**config.mk**
```make
export PLATFORM = sky130hd
export DESIGN_NAME = stepper_trapezoid_ramp
export DESIGN_NICKNAME = d
export VERILOG_FILES = /design/src/rtl/stpr_pkg.sv /design/src/rtl/stpr_div.sv /design/src/rtl/stpr_dp.sv /design/src/rtl/stpr_ctrl.sv /design/src/rtl/stepper_trapezoid_ramp.sv
export SDC_FILE = /design/constraint.sdc
export NUM_CORES = 1
export LEC_CHECK = 0
export ABC_CLOCK_PERIOD_IN_PS = 12100
export BUFFER_PORTS_ARGS = -buffer_cell sky130_fd_sc_hd__buf_2
export CELL_PAD_IN_SITES_DETAIL_PLACEMENT = 1
export CELL_PAD_IN_SITES_GLOBAL_PLACEMENT = 2
export CORE_UTILIZATION = 40
export CTS_CLUSTER_SIZE = 28
export DETAILED_ROUTE_END_ITERATION = 10
export HOLD_SLACK_MARGIN = 0.12
export PLACE_DENSITY = 0.79
export SLEW_MARGIN = 0
export SYNTH_ARGS = -nofsm -noshare
export SYNTH_HDL_FRONTEND = slang
export SYNTH_HIERARCHICAL = 1
export SYNTH_SLANG_ARGS = --single-unit
```
**constraint.sdc**
```tcl
create_clock -name clock -period 12.1 [get_ports clock]
set_clock_uncertainty 0.15 [all_clocks]
set_input_delay 2.42 -clock clock [delete_from_list [all_inputs] [get_ports clock]]
set_output_delay 2.42 -clock clock [all_outputs]
set_load 0.02 [all_outputs]
```
**src/rtl/stpr_pkg.sv**
```systemverilog
// Shared types and constants for the trapezoidal stepper ramp block.
// Used by the divider, datapath, controller and top level.
package stpr_pkg;

   localparam int CORE_CLOCK_HZ  = 168000000;
   localparam int STEP_BITS      = 24;
   localparam int SPEED_BITS     = 16;
   localparam int PERIOD_BITS    = 27;
   localparam int COMPARE_BITS   = 26;
   localparam int CSR_INDEX_BITS = 2;
   localparam int DIV_CNT_BITS   = $clog2(PERIOD_BITS + 1);

   localparam logic [PERIOD_BITS-1:0] HALF_CLOCK = PERIOD_BITS'(CORE_CLOCK_HZ / 2);

   // floor(x/10) == (x * 52429) >> 19 for every 16-bit x
   localparam int                 TEN_RECIP_BITS = 17;
   localparam logic [TEN_RECIP_BITS-1:0] TEN_RECIP = 17'd52429;
   localparam int                 TEN_SHIFT      = 19;

   localparam logic [1:0] REQ_START = 2'd0;
   localparam logic [1:0] REQ_TICK  = 2'd1;
   localparam logic [1:0] REQ_PULSE = 2'd2;

   localparam logic [1:0] PH_IDLE   = 2'd0;
   localparam logic [1:0] PH_ACCEL  = 2'd1;
   localparam logic [1:0] PH_CRUISE = 2'd2;
   localparam logic [1:0] PH_DECEL  = 2'd3;

   localparam logic [CSR_INDEX_BITS-1:0] CSR_START_SPEED = 2'd0;
   localparam logic [CSR_INDEX_BITS-1:0] CSR_TOP_SPEED   = 2'd1;
   localparam logic [CSR_INDEX_BITS-1:0] CSR_ACCEL_MS    = 2'd2;
   localparam logic [CSR_INDEX_BITS-1:0] CSR_DECEL_MS    = 2'd3;

   localparam logic [1:0] SEL_ACCEL  = 2'd0;
   localparam logic [1:0] SEL_DECEL  = 2'd1;
   localparam logic [1:0] SEL_PERIOD = 2'd2;

   typedef struct packed {
      logic       latch_req;
      logic       div_go;
      logic [1:0] div_sel;
      logic       save_inc;
      logic       apply;
      logic       load_out;
   } ctrl_cmd_type;

   typedef struct packed {
      logic req_start;
      logic div_busy;
      logic div_done;
      logic out_blocked;
   } dp_status_type;

endpackage

```
**src/rtl/stpr_div.sv**
```systemverilog
// Restoring divider, one quotient bit per cycle.
// Depends on stpr_pkg for widths.
module stpr_div
   import stpr_pkg::*;
(
   input  logic                   clock,
   input  logic                   reset,
   input  logic                   go,
   input  logic [PERIOD_BITS-1:0] dividend,
   input  logic [SPEED_BITS-1:0]  divisor,
   output logic                   busy,
   output logic                   done,
   output logic [PERIOD_BITS-1:0] quotient
);

   logic                    busy_ff, busy_in;
   logic                    done_ff, done_in;
   logic [DIV_CNT_BITS-1:0] cnt_ff, cnt_in;
   logic [PERIOD_BITS-1:0]  quo_ff, quo_in;
   logic [SPEED_BITS-1:0]   rem_ff, rem_in;
   logic [SPEED_BITS-1:0]   dsr_ff, dsr_in;
   logic [SPEED_BITS:0]     trial;
   logic [SPEED_BITS:0]     diff;

   assign trial = {rem_ff, quo_ff[PERIOD_BITS-1]};
   assign diff  = trial - {1'b0, dsr_ff};

   always_comb begin
      busy_in = busy_ff;
      done_in = 1'b0;
      cnt_in  = cnt_ff;
      quo_in  = quo_ff;
      rem_in  = rem_ff;
      dsr_in  = dsr_ff;
      if (go) begin
         busy_in = 1'b1;
         cnt_in  = DIV_CNT_BITS'(PERIOD_BITS);
         quo_in  = dividend;
         rem_in  = '0;
         dsr_in  = divisor;
      end else if (busy_ff) begin
         if (trial >= {1'b0, dsr_ff}) begin
            rem_in = diff[SPEED_BITS-1:0];
            quo_in = {quo_ff[PERIOD_BITS-2:0], 1'b1};
         end else begin
            rem_in = trial[SPEED_BITS-1:0];
            quo_in = {quo_ff[PERIOD_BITS-2:0], 1'b0};
         end
         cnt_in = cnt_ff - 1'b1;
         if (cnt_ff == DIV_CNT_BITS'(1)) begin
            busy_in = 1'b0;
            done_in = 1'b1;
         end
      end
   end

   always_ff @(posedge clock) begin
      if (reset) begin
         busy_ff <= 1'b0;
         done_ff <= 1'b0;
         cnt_ff  <= '0;
      end else begin
         busy_ff <= busy_in;
         done_ff <= done_in;
         cnt_ff  <= cnt_in;
      end
      quo_ff <= quo_in;
      rem_ff <= rem_in;
      dsr_ff <= dsr_in;
   end

   assign busy     = busy_ff;
   assign done     = done_ff;
   assign quotient = quo_ff;

`ifndef SYNTH
   a_done_after_busy: assert property (@(posedge clock) disable iff (reset)
      done_ff |-> $past(busy_ff))
      else $error("divider done without a run");
`endif

endmodule

```
**src/rtl/stpr_dp.sv**
```systemverilog
// Datapath: config registers, move state, ramp update and output register.
// Depends on stpr_pkg and stpr_div.
module stpr_dp
   import stpr_pkg::*;
(
   input  logic                      clock,
   input  logic                      reset,
   input  ctrl_cmd_type              cmd,
   output dp_status_type             status,
   input  logic [1:0]                req_type,
   input  logic [STEP_BITS-1:0]      req_move_steps,
   input  logic                      req_move_forward,
   input  logic                      csr_write,
   input  logic [CSR_INDEX_BITS-1:0] csr_index,
   input  logic [SPEED_BITS-1:0]     csr_data,
   input  logic                      rsp_stall,
   output logic                      rsp_valid,
   output logic                      rsp_pulse_on,
   output logic [PERIOD_BITS-1:0]    rsp_pulse_period,
   output logic [COMPARE_BITS-1:0]   rsp_pulse_compare,
   output logic                      rsp_dir_level,
   output logic                      rsp_enable_low,
   output logic                      rsp_move_busy,
   output logic                      rsp_move_done
);

   logic [SPEED_BITS-1:0] start_ff, top_ff, accel_ff, decel_ff;

   logic [1:0]            rtype_ff;
   logic [STEP_BITS-1:0]  rsteps_ff;
   logic                  rfwd_ff;
   logic [SPEED_BITS-1:0] inc_a_ff;

   logic [1:0]            phase_ff, phase_in;
   logic [SPEED_BITS-1:0] speed_ff, speed_in;
   logic [STEP_BITS-1:0]  taken_ff, taken_in;
   logic [STEP_BITS-1:0]  wanted_ff, wanted_in;
   logic [SPEED_BITS-1:0] up_ff, up_in;
   logic [SPEED_BITS-1:0] dn_ff, dn_in;
   logic                  dir_ff, dir_in;
   logic                  done_ff, done_in;

   logic                    rsp_valid_ff, rsp_valid_in;
   logic                    out_on_ff;
   logic [PERIOD_BITS-1:0]  out_period_ff;
   logic                    out_dir_ff;
   logic                    out_done_ff;

   // divider operand selection
   logic [SPEED_BITS-1:0]                time_sel;
   logic [SPEED_BITS+TEN_RECIP_BITS-1:0] ticks_prod;
   logic [SPEED_BITS-1:0]                ticks_raw;
   logic [SPEED_BITS-1:0]                ticks;
   logic [SPEED_BITS-1:0]                speed_diff;
   logic [PERIOD_BITS-1:0]               div_dividend;
   logic [SPEED_BITS-1:0]                div_divisor;
   logic                                 div_busy, div_done;
   logic [PERIOD_BITS-1:0]               div_quot;
   logic [SPEED_BITS-1:0]                inc_now;

   assign time_sel   = (cmd.div_sel == SEL_ACCEL) ? accel_ff : decel_ff;
   assign ticks_prod = time_sel * TEN_RECIP;
   assign ticks_raw  = SPEED_BITS'(ticks_prod >> TEN_SHIFT);
   assign ticks      = (ticks_raw == '0) ? SPEED_BITS'(1) : ticks_raw;
   assign speed_diff = (top_ff > start_ff) ? (top_ff - start_ff) : '0;

   always_comb begin
      if (cmd.div_sel == SEL_PERIOD) begin
         div_dividend = HALF_CLOCK;
         div_divisor  = speed_ff;
      end else begin
         div_dividend = PERIOD_BITS'(speed_diff);
         div_divisor  = ticks;
      end
   end

   stpr_div u_div (
      .clock    (clock),
      .reset    (reset),
      .go       (cmd.div_go),
      .dividend (div_dividend),
      .divisor  (div_divisor),
      .busy     (div_busy),
      .done     (div_done),
      .quotient (div_quot)
   );

   assign inc_now = (div_quot[SPEED_BITS-1:0] == '0) ? SPEED_BITS'(1)
                                                     : div_quot[SPEED_BITS-1:0];

   // move state update
   logic                  go_cruise, go_leave, go_stop;
   logic [SPEED_BITS:0]   speed_up;
   logic [STEP_BITS-1:0]  taken_inc;

   assign speed_up  = {1'b0, speed_ff} + {1'b0, up_ff};
   assign taken_inc = (taken_ff != '1) ? (taken_ff + 1'b1) : taken_ff;

   always_comb begin
      phase_in  = phase_ff;
      speed_in  = speed_ff;
      taken_in  = taken_ff;
      wanted_in = wanted_ff;
      up_in     = up_ff;
      dn_in     = dn_ff;
      dir_in    = dir_ff;
      done_in   = 1'b0;
      go_cruise = 1'b0;
      go_leave  = 1'b0;
      go_stop   = 1'b0;
      unique case (rtype_ff)
         REQ_START: begin
            wanted_in = rsteps_ff;
            taken_in  = '0;
            dir_in    = rfwd_ff;
            up_in     = inc_a_ff;
            dn_in     = inc_now;
            if (start_ff <= top_ff) begin
               phase_in = PH_ACCEL;
               speed_in = start_ff;
            end else begin
               go_cruise = 1'b1;
            end
         end
         REQ_TICK: begin
            if (phase_ff == PH_ACCEL) begin
               if (taken_ff >= (wanted_ff >> 1)) begin
                  go_cruise = 1'b1;
               end else if (speed_up > {1'b0, top_ff}) begin
                  go_cruise = 1'b1;
               end else begin
                  speed_in = speed_up[SPEED_BITS-1:0];
               end
            end else if (phase_ff == PH_DECEL) begin
               if (taken_ff >= wanted_ff) begin
                  go_stop = 1'b1;
               end else if (dn_ff > speed_ff || (speed_ff - dn_ff) < start_ff) begin
                  go_stop = 1'b1;
               end else begin
                  speed_in = speed_ff - dn_ff;
               end
            end
         end
         REQ_PULSE: begin
            if (phase_ff != PH_IDLE) begin
               taken_in = taken_inc;
               if (phase_ff == PH_CRUISE && taken_inc >= (wanted_ff >> 1)) begin
                  go_leave = 1'b1;
               end
            end
         end
         default: begin
         end
      endcase
      if (go_cruise) begin
         phase_in = PH_CRUISE;
         speed_in = top_ff;
         if (taken_in >= (wanted_in >> 1)) begin
            go_leave = 1'b1;
         end
      end
      if (go_leave) begin
         if (top_ff >= start_ff) begin
            phase_in = PH_DECEL;
            speed_in = top_ff;
         end else begin
            go_stop = 1'b1;
         end
      end
      if (go_stop) begin
         phase_in = PH_IDLE;
         speed_in = '0;
         done_in  = 1'b1;
      end
   end

   always_ff @(posedge clock) begin
      if (reset) begin
         start_ff  <= SPEED_BITS'(200);
         top_ff    <= SPEED_BITS'(800);
         accel_ff  <= SPEED_BITS'(1000);
         decel_ff  <= SPEED_BITS'(1000);
         phase_ff  <= PH_IDLE;
         speed_ff  <= '0;
         taken_ff  <= '0;
         wanted_ff <= '0;
         up_ff     <= '0;
         dn_ff     <= '0;
         dir_ff    <= 1'b0;
         done_ff   <= 1'b0;
      end else begin
         if (csr_write) begin
            unique case (csr_index)
               CSR_START_SPEED: start_ff <= csr_data;
               CSR_TOP_SPEED:   top_ff   <= csr_data;
               CSR_ACCEL_MS:    accel_ff <= csr_data;
               CSR_DECEL_MS:    decel_ff <= csr_data;
               default: begin
               end
            endcase
         end
         if (cmd.apply) begin
            phase_ff  <= phase_in;
            speed_ff  <= speed_in;
            taken_ff  <= taken_in;
            wanted_ff <= wanted_in;
            up_ff     <= up_in;
            dn_ff     <= dn_in;
            dir_ff    <= dir_in;
            done_ff   <= done_in;
         end
      end
      if (cmd.latch_req) begin
         rtype_ff  <= req_type;
         rsteps_ff <= req_move_steps;
         rfwd_ff   <= req_move_forward;
      end
      if (cmd.save_inc) begin
         inc_a_ff <= inc_now;
      end
   end

   // output register
   assign rsp_valid_in = cmd.load_out | (rsp_valid_ff & rsp_stall);

   always_ff @(posedge clock) begin
      if (reset) begin
         rsp_valid_ff <= 1'b0;
      end else begin
         rsp_valid_ff <= rsp_valid_in;
      end
      if (cmd.load_out) begin
         out_on_ff     <= (phase_ff != PH_IDLE);
         out_period_ff <= (phase_ff != PH_IDLE && speed_ff != '0) ? div_quot : '0;
         out_dir_ff    <= dir_ff;
         out_done_ff   <= done_ff;
      end
   end

   assign rsp_valid         = rsp_valid_ff;
   assign rsp_pulse_on      = out_on_ff;
   assign rsp_pulse_period  = out_period_ff;
   assign rsp_pulse_compare = out_period_ff[PERIOD_BITS-1:1];
   assign rsp_dir_level     = out_dir_ff;
   assign rsp_enable_low    = ~out_on_ff;
   assign rsp_move_busy     = out_on_ff;
   assign rsp_move_done     = out_done_ff;

   assign status.req_start   = (rtype_ff == REQ_START);
   assign status.div_busy    = div_busy;
   assign status.div_done    = div_done;
   assign status.out_blocked = rsp_valid_ff & rsp_stall;

`ifndef SYNTH
   a_load_shows: assert property (@(posedge clock) disable iff (reset)
      cmd.load_out |=> rsp_valid_ff)
      else $error("loaded word not presented");
   a_idle_period: assert property (@(posedge clock) disable iff (reset)
      rsp_valid_ff && !out_on_ff |-> out_period_ff == '0)
      else $error("stopped word carries a period");
`endif

endmodule

```
**src/rtl/stpr_ctrl.sv**
```systemverilog
// Controller: sequences request latch, increment divides, update, period divide and output load.
// Depends on stpr_pkg.
module stpr_ctrl
   import stpr_pkg::*;
(
   input  logic          clock,
   input  logic          reset,
   input  logic          req_valid,
   output logic          req_stall,
   input  dp_status_type status,
   output ctrl_cmd_type  cmd
);

   localparam logic [2:0] ST_IDLE     = 3'd0;
   localparam logic [2:0] ST_LAUNCH_A = 3'd1;
   localparam logic [2:0] ST_WAIT_A   = 3'd2;
   localparam logic [2:0] ST_WAIT_D   = 3'd3;
   localparam logic [2:0] ST_APPLY    = 3'd4;
   localparam logic [2:0] ST_LAUNCH_P = 3'd5;
   localparam logic [2:0] ST_WAIT_P   = 3'd6;
   localparam logic [2:0] ST_OUT      = 3'd7;

   logic [2:0] st_ff, st_in;

   assign req_stall = (st_ff != ST_IDLE);

   always_comb begin
      st_in         = st_ff;
      cmd.latch_req = 1'b0;
      cmd.div_go    = 1'b0;
      cmd.div_sel   = SEL_PERIOD;
      cmd.save_inc  = 1'b0;
      cmd.apply     = 1'b0;
      cmd.load_out  = 1'b0;
      unique case (st_ff)
         ST_IDLE: begin
            if (req_valid) begin
               cmd.latch_req = 1'b1;
               st_in         = ST_LAUNCH_A;
            end
         end
         ST_LAUNCH_A: begin
            if (status.req_start) begin
               cmd.div_go  = 1'b1;
               cmd.div_sel = SEL_ACCEL;
               st_in       = ST_WAIT_A;
            end else begin
               st_in = ST_APPLY;
            end
         end
         ST_WAIT_A: begin
            cmd.div_sel = SEL_DECEL;
            if (status.div_done) begin
               cmd.save_inc = 1'b1;
               cmd.div_go   = 1'b1;
               st_in        = ST_WAIT_D;
            end
         end
         ST_WAIT_D: begin
            if (status.div_done) begin
               cmd.apply = 1'b1;
               st_in     = ST_LAUNCH_P;
            end
         end
         ST_APPLY: begin
            cmd.apply = 1'b1;
            st_in     = ST_LAUNCH_P;
         end
         ST_LAUNCH_P: begin
            cmd.div_go = 1'b1;
            st_in      = ST_WAIT_P;
         end
         ST_WAIT_P: begin
            if (status.div_done) begin
               st_in = ST_OUT;
            end
         end
         ST_OUT: begin
            if (!status.out_blocked) begin
               cmd.load_out = 1'b1;
               st_in        = ST_IDLE;
            end
         end
         default: st_in = ST_IDLE;
      endcase
   end

   always_ff @(posedge clock) begin
      if (reset) begin
         st_ff <= ST_IDLE;
      end else begin
         st_ff <= st_in;
      end
   end

`ifndef SYNTH
   a_go_when_free: assert property (@(posedge clock) disable iff (reset)
      cmd.div_go |-> !status.div_busy)
      else $error("divider started while running");
`endif

endmodule

```
**src/rtl/stepper_trapezoid_ramp.sv**
```systemverilog
// Top level of the trapezoidal stepper ramp sequencer.
// Depends on stpr_pkg, stpr_ctrl and stpr_dp.
//
// Usage:
//   req_ channel: one word per event; req_type selects start move, 10 ms
//   ramp tick or step-pulse done. move_steps/move_forward matter on start.
//   rsp_ channel: exactly one word per request with the timer period
//   (half clock / speed), 50% compare, direction, enable and status.
//   csr_ channel: register index 0..3 (start speed, top speed, accel ms,
//   decel ms) and 16-bit data; always ready, write only while idle.
// Timing:
//   Everything runs through one 27-iteration serial divider. A start word
//   takes three divides (two ramp increments and the period); tick and
//   pulse words take one divide (the period). One word is in work at a time:
//   the next word is accepted the cycle after the result is loaded.
// Reset: registers return to 200/800/1000/1000 steps/s and ms, move idle.
// Stall: a finished word waits in the output register; the next request is
//   accepted and worked on, and holds only at its own result.
module stepper_trapezoid_ramp
   import stpr_pkg::*;
(
   input  logic                      clock,
   input  logic                      reset,
   input  logic                      req_valid,
   output logic                      req_stall,
   input  logic [1:0]                req_type,
   input  logic [STEP_BITS-1:0]      req_move_steps,
   input  logic                      req_move_forward,
   output logic                      rsp_valid,
   input  logic                      rsp_stall,
   output logic                      rsp_pulse_on,
   output logic [PERIOD_BITS-1:0]    rsp_pulse_period,
   output logic [COMPARE_BITS-1:0]   rsp_pulse_compare,
   output logic                      rsp_dir_level,
   output logic                      rsp_enable_low,
   output logic                      rsp_move_busy,
   output logic                      rsp_move_done,
   input  logic                      csr_valid,
   output logic                      csr_ready,
   input  logic [CSR_INDEX_BITS-1:0] csr_index,
   input  logic [SPEED_BITS-1:0]     csr_data
);

   ctrl_cmd_type  cmd;
   dp_status_type status;

   assign csr_ready = 1'b1;

   stpr_ctrl u_ctrl (
      .clock     (clock),
      .reset     (reset),
      .req_valid (req_valid),
      .req_stall (req_stall),
      .status    (status),
      .cmd       (cmd)
   );

   stpr_dp u_dp (
      .clock             (clock),
      .reset             (reset),
      .cmd               (cmd),
      .status            (status),
      .req_type          (req_type),
      .req_move_steps    (req_move_steps),
      .req_move_forward  (req_move_forward),
      .csr_write         (csr_valid & csr_ready),
      .csr_index         (csr_index),
      .csr_data          (csr_data),
      .rsp_stall         (rsp_stall),
      .rsp_valid         (rsp_valid),
      .rsp_pulse_on      (rsp_pulse_on),
      .rsp_pulse_period  (rsp_pulse_period),
      .rsp_pulse_compare (rsp_pulse_compare),
      .rsp_dir_level     (rsp_dir_level),
      .rsp_enable_low    (rsp_enable_low),
      .rsp_move_busy     (rsp_move_busy),
      .rsp_move_done     (rsp_move_done)
   );

endmodule

```
### After elaboration in Yosys (flattened, before gate mapping)

Cells that the tools add are included.

| storage, ports and cells | value |
|---|---|
| bits in registers | 307 |
| bits of input ports | 50 |
| output and inout bits | 61 |
| word-level logic and storage cells | 169 |

| cells by class | value |
|---|---|
| $add $sub $neg | 6 |
| multipliers | 1 |
| order comparisons | 11 |
| eq/ne operators | 23 |
| mux-type cells | 73 |
| bitwise logic cells | 4 |
| reduce and logical (&&, ||, !) cells | 21 |

Operators by type and width:

| operator | count |
|---|---|
| $mux 16 | 16 |
| $mux 27 | 3 |
| $ge 24x23->1 | 3 |
| $mux 24 | 3 |
| $pmux 24 s2 | 1 |
| $sub 16x16->16 | 3 |
| $gt 16x16->1 | 2 |
| $logic_not 16->1 | 2 |
| $mul 16x16->32 const B | 1 |
| $pmux 16 s2 | 1 |
| $mux 1 | 28 |
| $add 24x1->24 const B | 1 |
| $ge 24x24->1 | 1 |
| $ne 24x24->1 const B | 1 |
| $pmux 3 s8 | 1 |
| $mux 3 | 7 |
| $add 16x16->17 | 1 |
| $ge 17x16->1 | 1 |
| $gt 17x16->1 | 1 |
| $ge 16x16->1 | 1 |
| $le 16x16->1 | 1 |
| $lt 16x16->1 | 1 |
| $reduce_bool 16->1 | 1 |
| $mux 13 | 1 |
| 27 further kinds | 57 |

### Logic depth before layout (Yosys ltp)

Gate-level depths: netlist (run 1).

| logic depth | value |
|---|---|
| depth after elaboration | 12 |
| gate-level depth with buffers | 32 |
| gate-level depth less buffers | 29 |

### Cells and area by module

Netlist (run 1), hierarchy kept.

Modules (own cells, without submodules):

| module | instances | cells each | area each (µm²) | sequential area each (µm²) |
|---|---|---|---|---|
| stpr_dp | 1 | 2459 | 20881.3 | 5495.3 |
| stpr_div | 1 | 311 | 3463.3 | 1751.7 |
| stpr_ctrl | 1 | 41 | 322.8 | 60.1 |
| stepper_trapezoid_ramp | 1 | 2 | 11.3 | 0.0 |

### Worst setup path before layout (run 1)

No wires, ideal clock.

| timing | value |
|---|---|
| path kind | reg-to-reg |
| start | register u_dp.rtype_ff[0] |
| end | register u_dp.u_div.dsr_ff[0], data pin |
| setup time | 0.256 ns |
| arrival | 8.151 ns |
| required time | 11.694 ns |
| setup slack | 3.544 ns |
| cell stages (with the launch flop) | 30 |
| buffers on the path | 3 |
| period minus slack after synthesis | 8.556 ns |
| cell sequence | edfxtp_1 > or2_2 > clkbuf_1 > inv_2 > buf_1 > nand2_1 > a21o_1 > nor2_1 > clkbuf_1 > mux2_2 > ha_1 > inv_1 > fa_1 > inv_1 > fa_1 > fa_1 > fa_1 > inv_1 > fa_1 > inv_1 > ha_1 > and4_1 > and2_1 > a22oi_1 > nand2_1 > a21boi_0 > o21bai_1 > xnor2_1 > nor4b_1 > a31o_2 |

RTL lines:

| what | line | RTL |
|---|---|---|
| start, declared | stpr_dp.sv:29 | `logic [1:0] rtype_ff;` |
| start signal, assigned | stpr_dp.sv:214 | `rtype_ff <= req_type;` |
| end signal, assigned | stpr_div.sv:69 | `dsr_ff <= dsr_in;` |
| end, declared | stpr_div.sv:21 | `logic [SPEED_BITS-1:0] dsr_ff, dsr_in;` |

==> reports/summary.txt, run 1 <==
GRT
--------------------------------------------------------------------------------
Number of antenna violations at the first check in global routing .            0
Total grt overflow ................................................            0
First-pass GRT wire length ........................................    131000 um
Global-route total usage across every layer .......................        27.0%
Vias in the first global route ....................................        21800
Pin count of the biggest net entering global routing ..............           86

CLOCK NETWORK
--------------------------------------------------------------------------------
Hold buffer count at CTS ..........................................            0
Cts bufs inserted .................................................           39
Post-CTS setup-driven buffer insertion count ......................            0
Clock tree root driver cell ....................................... sky130_fd_sc_hd__clkbuf_16
TritonCTS clock tree ..............................................         done
Count of cells resized by post-cts repair .........................            0
Number of sinks driven by the clock tree ..........................          307
Maximum level of the CTS H-tree ...................................            2
Clock insertion delay at the later pin of the skew report .........      0.59 ns
Max Root-Sink Buffers .............................................            3
Reg clk slew, reported paths ......................................      0.06 ns

SETUP PATH
--------------------------------------------------------------------------------
Total buffers and inverters traversed by the critical path ........            5
Largest incremental delay on the critical path ....................      0.68 ns
Required time at the worst-slack endpoint .........................     12.39 ns
Number of cells traversed by the worst register-to-register path ..           26
Worst path most repeated cell ..................................... sky130_fd_sc_hd__fa_1
Reg2Reg Launch Point .............................................. u_dp/rtype_ff[1]
Critical Path Slowest Stage Cell .................................. sky130_fd_sc_hd__edfxtp_1
Maximum fanout count along the critical path ......................           28
Endpoint type of the worst setup path .............................    flip-flop
Element type at the critical path start ...........................    flip-flop
Arrival time reported for the critical path endpoint ..............      9.40 ns
Delay-heaviest family, CP .........................................  adder cells
Endpoint of the worst register-to-register path ................... u_dp/u_div/dsr_ff[0]
Setup slack on the worst flop-to-flop path ........................      2.99 ns
WS Path Type ...................................................... flip-flop to flip-flop

STA
--------------------------------------------------------------------------------
Setup tns final ...................................................         0 ns
Unrepaired setup endpoints after global routing ...................        false
Final hold violation count ........................................            0
Slew headroom .....................................................        19.5%
# setup viols final ...............................................            0
Number of slew-limit violations in the final report ...............            0
Pin slew with the least headroom to its limit .....................      1.20 ns
Tcrit/Tclk final ..................................................        75.3%
Fmax ..............................................................      110 MHz
Final period demand of the worst path .............................      9.11 ns

POWER AND IR DROP
--------------------------------------------------------------------------------
Power share of the combinational group ............................        58.2%
Max IR drop VDD ...................................................       211 uV
Total power of the final layout ...................................      6060 uW
Net switching power ...............................................      2780 uW
Internal power summed over all cells ..............................      3280 uW
PwrDens ...........................................................  225 nW/um^2
Sequential power share ............................................        22.0%
Leakage power .....................................................    0.0116 uW
Clock power frac ..................................................        19.8%
Sw Ratio ..........................................................        45.9%

ROUTING
--------------------------------------------------------------------------------
DRC ...............................................................            0
Final WL ..........................................................     85100 um
Routed via count ..................................................        20800
Post-DRT Antenna Nets .............................................            0
Number of DRC markers in iteration 0 ..............................         1272
Detailed-router iteration count before antenna repair .............            5
Routed length per instance ........................................      23.3 um
Vias/cell .........................................................         5.68

PLACED DESIGN
--------------------------------------------------------------------------------
Number of input and output port buffers inserted ..................          109
Final estimated routing congestion in global placement ............        0.946
HPWL after DPL ....................................................     66900 um
Total placed instance area ........................................  25700 sq um

JOB
--------------------------------------------------------------------------------
Maxcap violations .................................................            0

HOLD PATH
--------------------------------------------------------------------------------
Beginning of the worst hold path ..................................  u_dp/dir_ff
Worst hold-check path type ........................................ flip-flop to flip-flop
Worst hold path cell count ........................................            0
Endpoint with the worst hold slack ................................ u_dp/rsp_dir_level

FLOORPLANNING
--------------------------------------------------------------------------------
FP Rows ...........................................................           90
Core Footprint ....................................................  60700 sq um
Die Wd ............................................................       250 um
Die area ..........................................................  62700 sq um
Initial core utilization ..........................................        40.6%
Die Y-Extent ......................................................       250 um
Top Ports .........................................................          111

FINISH
--------------------------------------------------------------------------------
Post-route cell area ..............................................  27000 sq um
Count of inserted antenna diode cells .............................            0
Filler Cell Count .................................................         7117
Final Net Count ...................................................         3294
Area added between synthesis and finish ...........................        9.34%
Fraction of final layout cells sized beyond drive strength 1 ......        10.6%

RUN STATUS
--------------------------------------------------------------------------------
Status ............................................................    completed

YOSYS
--------------------------------------------------------------------------------
Average size of a mapped cell .....................................   8.77 sq um
Post-synthesis cell area ..........................................  24700 sq um
Gate count after technology mapping ...............................         2812
Number of warnings issued by yosys ................................            6

[worst max path at each step]
stage	from	to	slack [ns]	depth (start not counted)
2_1_floorplan	u_dp/rtype_ff[0]	u_dp/u_div/dsr_ff[0]	3.54	29
3_3_place_gp	u_dp/rtype_ff[1]	u_dp/u_div/dsr_ff[0]	3.29	28
3_5_place_dp	u_dp/rtype_ff[1]	u_dp/u_div/dsr_ff[0]	3.05	26
4_1_cts	u_dp/rtype_ff[1]	u_dp/u_div/dsr_ff[0]	3.03	26
5_1_grt	u_dp/rtype_ff[1]	u_dp/u_div/dsr_ff[0]	2.53	26
6_report	u_dp/rtype_ff[1]	u_dp/u_div/dsr_ff[0]	2.99	26
[power groups by stage]
| stage | registers [uW] | logic (uW) | clock network, uW |
|---|---|---|---|
| global route | 1350 | 3920 | 1260 |
| floorplan | 1290 | 2460 | 0 |
| CTS | 1330 | 3530 | 1230 |
| detailed placement | 1360 | 3500 | 0 |
| global placement | 1350 | 3350 | 0 |
| finish | 1330 | 3530 | 1200 |
[routing by layer]
metal  vias up  wire [um]  track usage, %
met2       390      40300            46.0
li1       9898          -               -
met5         -          0               0
met3       116       3240            3.08
met4         0       2390            8.01
met1     10400      39200            35.8
[placed cells by master (no fill, tap or decap), drive strengths merged, types with 9 or more instances in the layout]
cell type    n
o211ai      31
or3         10
buf        131
a211oi      26
a32oi       12
xor2        35
o21a        27
a21o        37
o211a       11
nor3        34
and2        45
nor4        18
mux2        38
inv        295
a21oi      244
fa          82
clkbuf      50
conb         9
nand2b      16
and3        14
o31ai       28
o21ai      107
mux2i       42
o21bai      12
nor2b       19
edfxtp     116
nor2       132
dfxtp      191
a31oi       24
xnor2       59
or2         15
o22ai       16
ha         318
nand3       59
nand2      398
clkinv      17
nand4       31
[worst reg2reg max path: cells and delay by family, from the launching register on]
kind / cells / cell delay, ns
flops: 1 / 0.68
simple gates: 8 / 1.67
compound gates: 4 / 1.16
mux: 2 / 0.81
xor+xnor: 1 / 0.48
fa+ha+maj: 6 / 2.79
buf+inv: 5 / 1.28
[registers in the layout (all words and copies together) (netlist names), 24 cells and up]
name / cells
u_dp/rsp_pulse_period: 27
u_dp/rsteps_ff: 24
u_dp/taken_ff: 24
u_dp/u_div/quotient: 27
u_dp/wanted_ff: 24
[per-stage QoR]
stage	hold slack [ns]	util [%]	setup slack, ns	instances
6_report	0.282	44.4	2.99	3657
5_1_grt	0.300	44.4	2.53	3657
4_1_cts	0.284	44.4	3.03	3657
3_5_place_dp	0.270	42.3	3.05	3585
3_3_place_gp	0.263	42.3	3.29	3585
2_1_floorplan	0.258	-	3.54	2819
[area by class of cell]
type,count,area (sq um),share of cell area [%]
multi-input cells,2069,15600,57.7
clock inverters,22,211,0.784
well taps,782,978,3.63
inverters,296,1110,4.12
repair buffers,131,713,2.64
clock buffers,50,1090,4.04
flip-flops and latches,307,7310,27.1
Note: power is estimated with default switching activity, not from simulation.
==> run 2: changes to the inputs <==
ABC_CLOCK_PERIOD_IN_PS = 9100   (was 12100)
clock period = 9.1 ns   (was 12.1 ns; I/O delays follow)
==> reports/summary.txt, run 2 (synthesis results as in run 1) <==
FINISH
--------------------------------------------------------------------------------
Most common cell after layout, fill and taps aside ................ sky130_fd_sc_hd__nand2_1
Count of inserted antenna diode cells .............................            0   unchanged
Post-route cell area ..............................................  27000 sq um   about the same
Fraction of final layout cells sized beyond drive strength 1 ......        10.5%   -0.059 points
Final Net Count ...................................................         3294   unchanged
Area added between synthesis and finish ...........................        9.42%   about the same
Final core occ ....................................................        44.5%   about the same
Post-layout instance count excluding filler cells .................         3654   -0.082%
Most used cells in the layout excluding fill and tap cells ........ sky130_fd_sc_hd__nand2_1, sky130_fd_sc_hd__ha_1, sky130_fd_sc_hd__inv_1

SETUP PATH
--------------------------------------------------------------------------------
Total buffers and inverters traversed by the critical path ........            6   +1
Element type at the critical path start ...........................    flip-flop
Required time at the worst-slack endpoint .........................      9.39 ns   -3.00 ns
Largest incremental delay on the critical path ....................      0.54 ns   -0.14 ns
WS Path Type ...................................................... flip-flop to flip-flop
Critical Path Slowest Stage Cell .................................. sky130_fd_sc_hd__fa_1
Delay-heaviest family, CP .........................................  adder cells
Arrival time reported for the critical path endpoint ..............      8.59 ns   -0.81 ns
Maximum fanout count along the critical path ......................            9   -68%
Endpoint type of the worst setup path .............................    flip-flop

ROUTING
--------------------------------------------------------------------------------
Final WL ..........................................................     83400 um   -2.1%
Routed via count ..................................................        20800   +0.20%
Number of DRC markers in iteration 0 ..............................         1166   -8.3%
Vias/cell .........................................................         5.70   +0.28%
Total met3 wirelength after detailed routing ......................      2840 um   -12%
Post-DRT Antenna Nets .............................................            0   unchanged
Detailed-router iteration count before antenna repair .............            5   unchanged
Top layer used by detailed routing ................................         met4
Met1 layer wirelength in the final routing ........................     38800 um   -0.89%
DRC ...............................................................            0   unchanged
Met2 wirelength from detailed routing .............................     39600 um   -1.9%
Routed length per instance ........................................      22.8 um   -2.0%

GRT
--------------------------------------------------------------------------------
Total grt overflow ................................................            0   unchanged
Number of antenna violations at the first check in global routing .            0   unchanged
Vias in the first global route ....................................        21700   -0.46%
First-pass GRT wire length ........................................    129000 um   -1.6%
Global-route total usage across every layer .......................        26.4%   -0.57 points
Pin count of the biggest net entering global routing ..............           86   unchanged

PLACED DESIGN
--------------------------------------------------------------------------------
Cell count after placement ........................................         3587   +0.056%
HPWL after DPL ....................................................     65800 um   -1.7%
Number of input and output port buffers inserted ..................          109   unchanged
Final estimated routing congestion in global placement ............        0.957   +1.1%
Total placed instance area ........................................  25700 sq um   about the same

FLOORPLANNING
--------------------------------------------------------------------------------
Core Footprint ....................................................  60700 sq um   unchanged
Die Wd ............................................................       250 um   unchanged
Top Ports .........................................................          111   unchanged
Die area ..........................................................  62700 sq um   unchanged
FP Rows ...........................................................           90   unchanged
Initial core utilization ..........................................        40.6%   unchanged
Die Y-Extent ......................................................       250 um   unchanged

CLOCK NETWORK
--------------------------------------------------------------------------------
Clock tree root driver cell ....................................... sky130_fd_sc_hd__clkbuf_16
Maximum level of the CTS H-tree ...................................            2   unchanged
Hold buffer count at CTS ..........................................            0   unchanged
Number of sinks driven by the clock tree ..........................          307   unchanged
Clock insertion delay at the later pin of the skew report .........      0.58 ns   about the same
TritonCTS clock tree ..............................................         done
Max Root-Sink Buffers .............................................            3   unchanged
Cts bufs inserted .................................................           37   -5.1%
Count of cells resized by post-cts repair .........................            0   unchanged
Post-CTS setup-driven buffer insertion count ......................            0   unchanged
Reg clk slew, reported paths ......................................      0.06 ns   about the same

STA
--------------------------------------------------------------------------------
Final hold violation count ........................................            0   unchanged
Pin slew with the least headroom to its limit .....................      1.25 ns   +0.0519 ns
Tcrit/Tclk final ..................................................        91.2%   +16 points
Fmax ..............................................................      121 MHz   +9.8%
Unrepaired setup endpoints after global routing ...................        false
Final period demand of the worst path .............................      8.29 ns   -0.813 ns
# setup viols final ...............................................            0   unchanged
Number of slew-limit violations in the final report ...............            0   unchanged
Setup tns final ...................................................         0 ns   unchanged
Slew headroom .....................................................        16.1%   -3.5 points

POWER AND IR DROP
--------------------------------------------------------------------------------
Total power of the final layout ...................................      7980 uW   +32%
Max IR drop VDD ...................................................       211 uV   about the same
Leakage power .....................................................    0.0116 uW   about the same
PwrDens ...........................................................  296 nW/um^2   +32%

HOLD PATH
--------------------------------------------------------------------------------
Worst hold-check path type ........................................ flip-flop to flip-flop

RUN STATUS
--------------------------------------------------------------------------------
Status ............................................................    completed

JOB
--------------------------------------------------------------------------------
Maxcap violations .................................................            0   unchanged

[run 2: cell count changes in the layout (fill, tap and decap cells not counted)]
cell                         before  now
sky130_fd_sc_hd__buf_4           23   25
sky130_fd_sc_hd__bufinv_16        3    6
sky130_fd_sc_hd__clkbuf_1         6    5
sky130_fd_sc_hd__clkbuf_16       41   37
sky130_fd_sc_hd__clkbuf_8         3    5
sky130_fd_sc_hd__clkinv_1         5    4
sky130_fd_sc_hd__clkinv_2         9    2
sky130_fd_sc_hd__clkinv_8         1    2
sky130_fd_sc_hd__clkinvlp_4       3    4
sky130_fd_sc_hd__inv_6            1    2
sky130_fd_sc_hd__nor2_1         127  128
sky130_fd_sc_hd__nor2_2           4    3
[run 2: per-stage QoR]
stage,setup slack [ns],hold slack [ns]
global placement,0.969,0.262
global route,0.347,0.294
finish,0.805,0.283
CTS,0.819,0.288
floorplan,0.544,0.258
detailed placement,0.813,0.274
[run 2: area by class of cell]
cell class,instances,area [sq um]
fillers,7078,33700
inverters,296,1110
clock inverters,20,295
multi-input cells,2069,15600
flip-flops and latches,307,7310
well taps,782,978
clock buffers,47,1010
repair buffers,133,728
[run 2: report_power, final]
part	switching, uW	internal, uW
clock	646	968
combinational	2820	1780
sequential	152	1610
[run 2: path summary, 6_finish.rpt]
kind         slack (ns)  cells after the start              endpoint             start
max reg2reg        0.81                     27  u_dp/u_div/dsr_ff[0]  u_dp/rtype_ff[0]
max                0.81                     27  u_dp/u_div/dsr_ff[0]  u_dp/rtype_ff[0]
min reg2reg        0.28                      0    u_dp/rsp_dir_level       u_dp/dir_ff
min                0.28                      0    u_dp/rsp_dir_level       u_dp/dir_ff
[run 2: worst register-to-register path, stage by stage (launching register included)]
cell and delay, ns:
sky130_fd_sc_hd__edfxtp_1 0.38, sky130_fd_sc_hd__or2_2 0.40, sky130_fd_sc_hd__inv_2 0.09, sky130_fd_sc_hd__nand2_1 0.05, sky130_fd_sc_hd__a21o_1 0.30, sky130_fd_sc_hd__nor2_2 0.50
sky130_fd_sc_hd__mux2i_1 0.53, sky130_fd_sc_hd__inv_1 0.16, sky130_fd_sc_hd__ha_1 0.40, sky130_fd_sc_hd__inv_1 0.08, sky130_fd_sc_hd__fa_1 0.50, sky130_fd_sc_hd__inv_1 0.05
sky130_fd_sc_hd__fa_1 0.50, sky130_fd_sc_hd__fa_1 0.52, sky130_fd_sc_hd__fa_1 0.54, sky130_fd_sc_hd__inv_1 0.05, sky130_fd_sc_hd__fa_1 0.53, sky130_fd_sc_hd__inv_1 0.04
sky130_fd_sc_hd__ha_1 0.30, sky130_fd_sc_hd__and4_1 0.21, sky130_fd_sc_hd__and2_1 0.18, sky130_fd_sc_hd__a22oi_1 0.33, sky130_fd_sc_hd__nand2_1 0.14, sky130_fd_sc_hd__a21boi_0 0.41
sky130_fd_sc_hd__mux2i_1 0.24, sky130_fd_sc_hd__nand4_1 0.11, sky130_fd_sc_hd__nor4b_1 0.28, sky130_fd_sc_hd__a31o_2 0.21
[run 2: routing by layer]
| layer | global-route usage, % | up-vias |
|---|---|---|
| li1 | - | 9879 |
| met1 | 35.7 | 10400 |
| met2 | 44.8 | 439 |
| met3 | 2.38 | 125 |
| met4 | 7.45 | 0 |
| met5 | 0 | - |
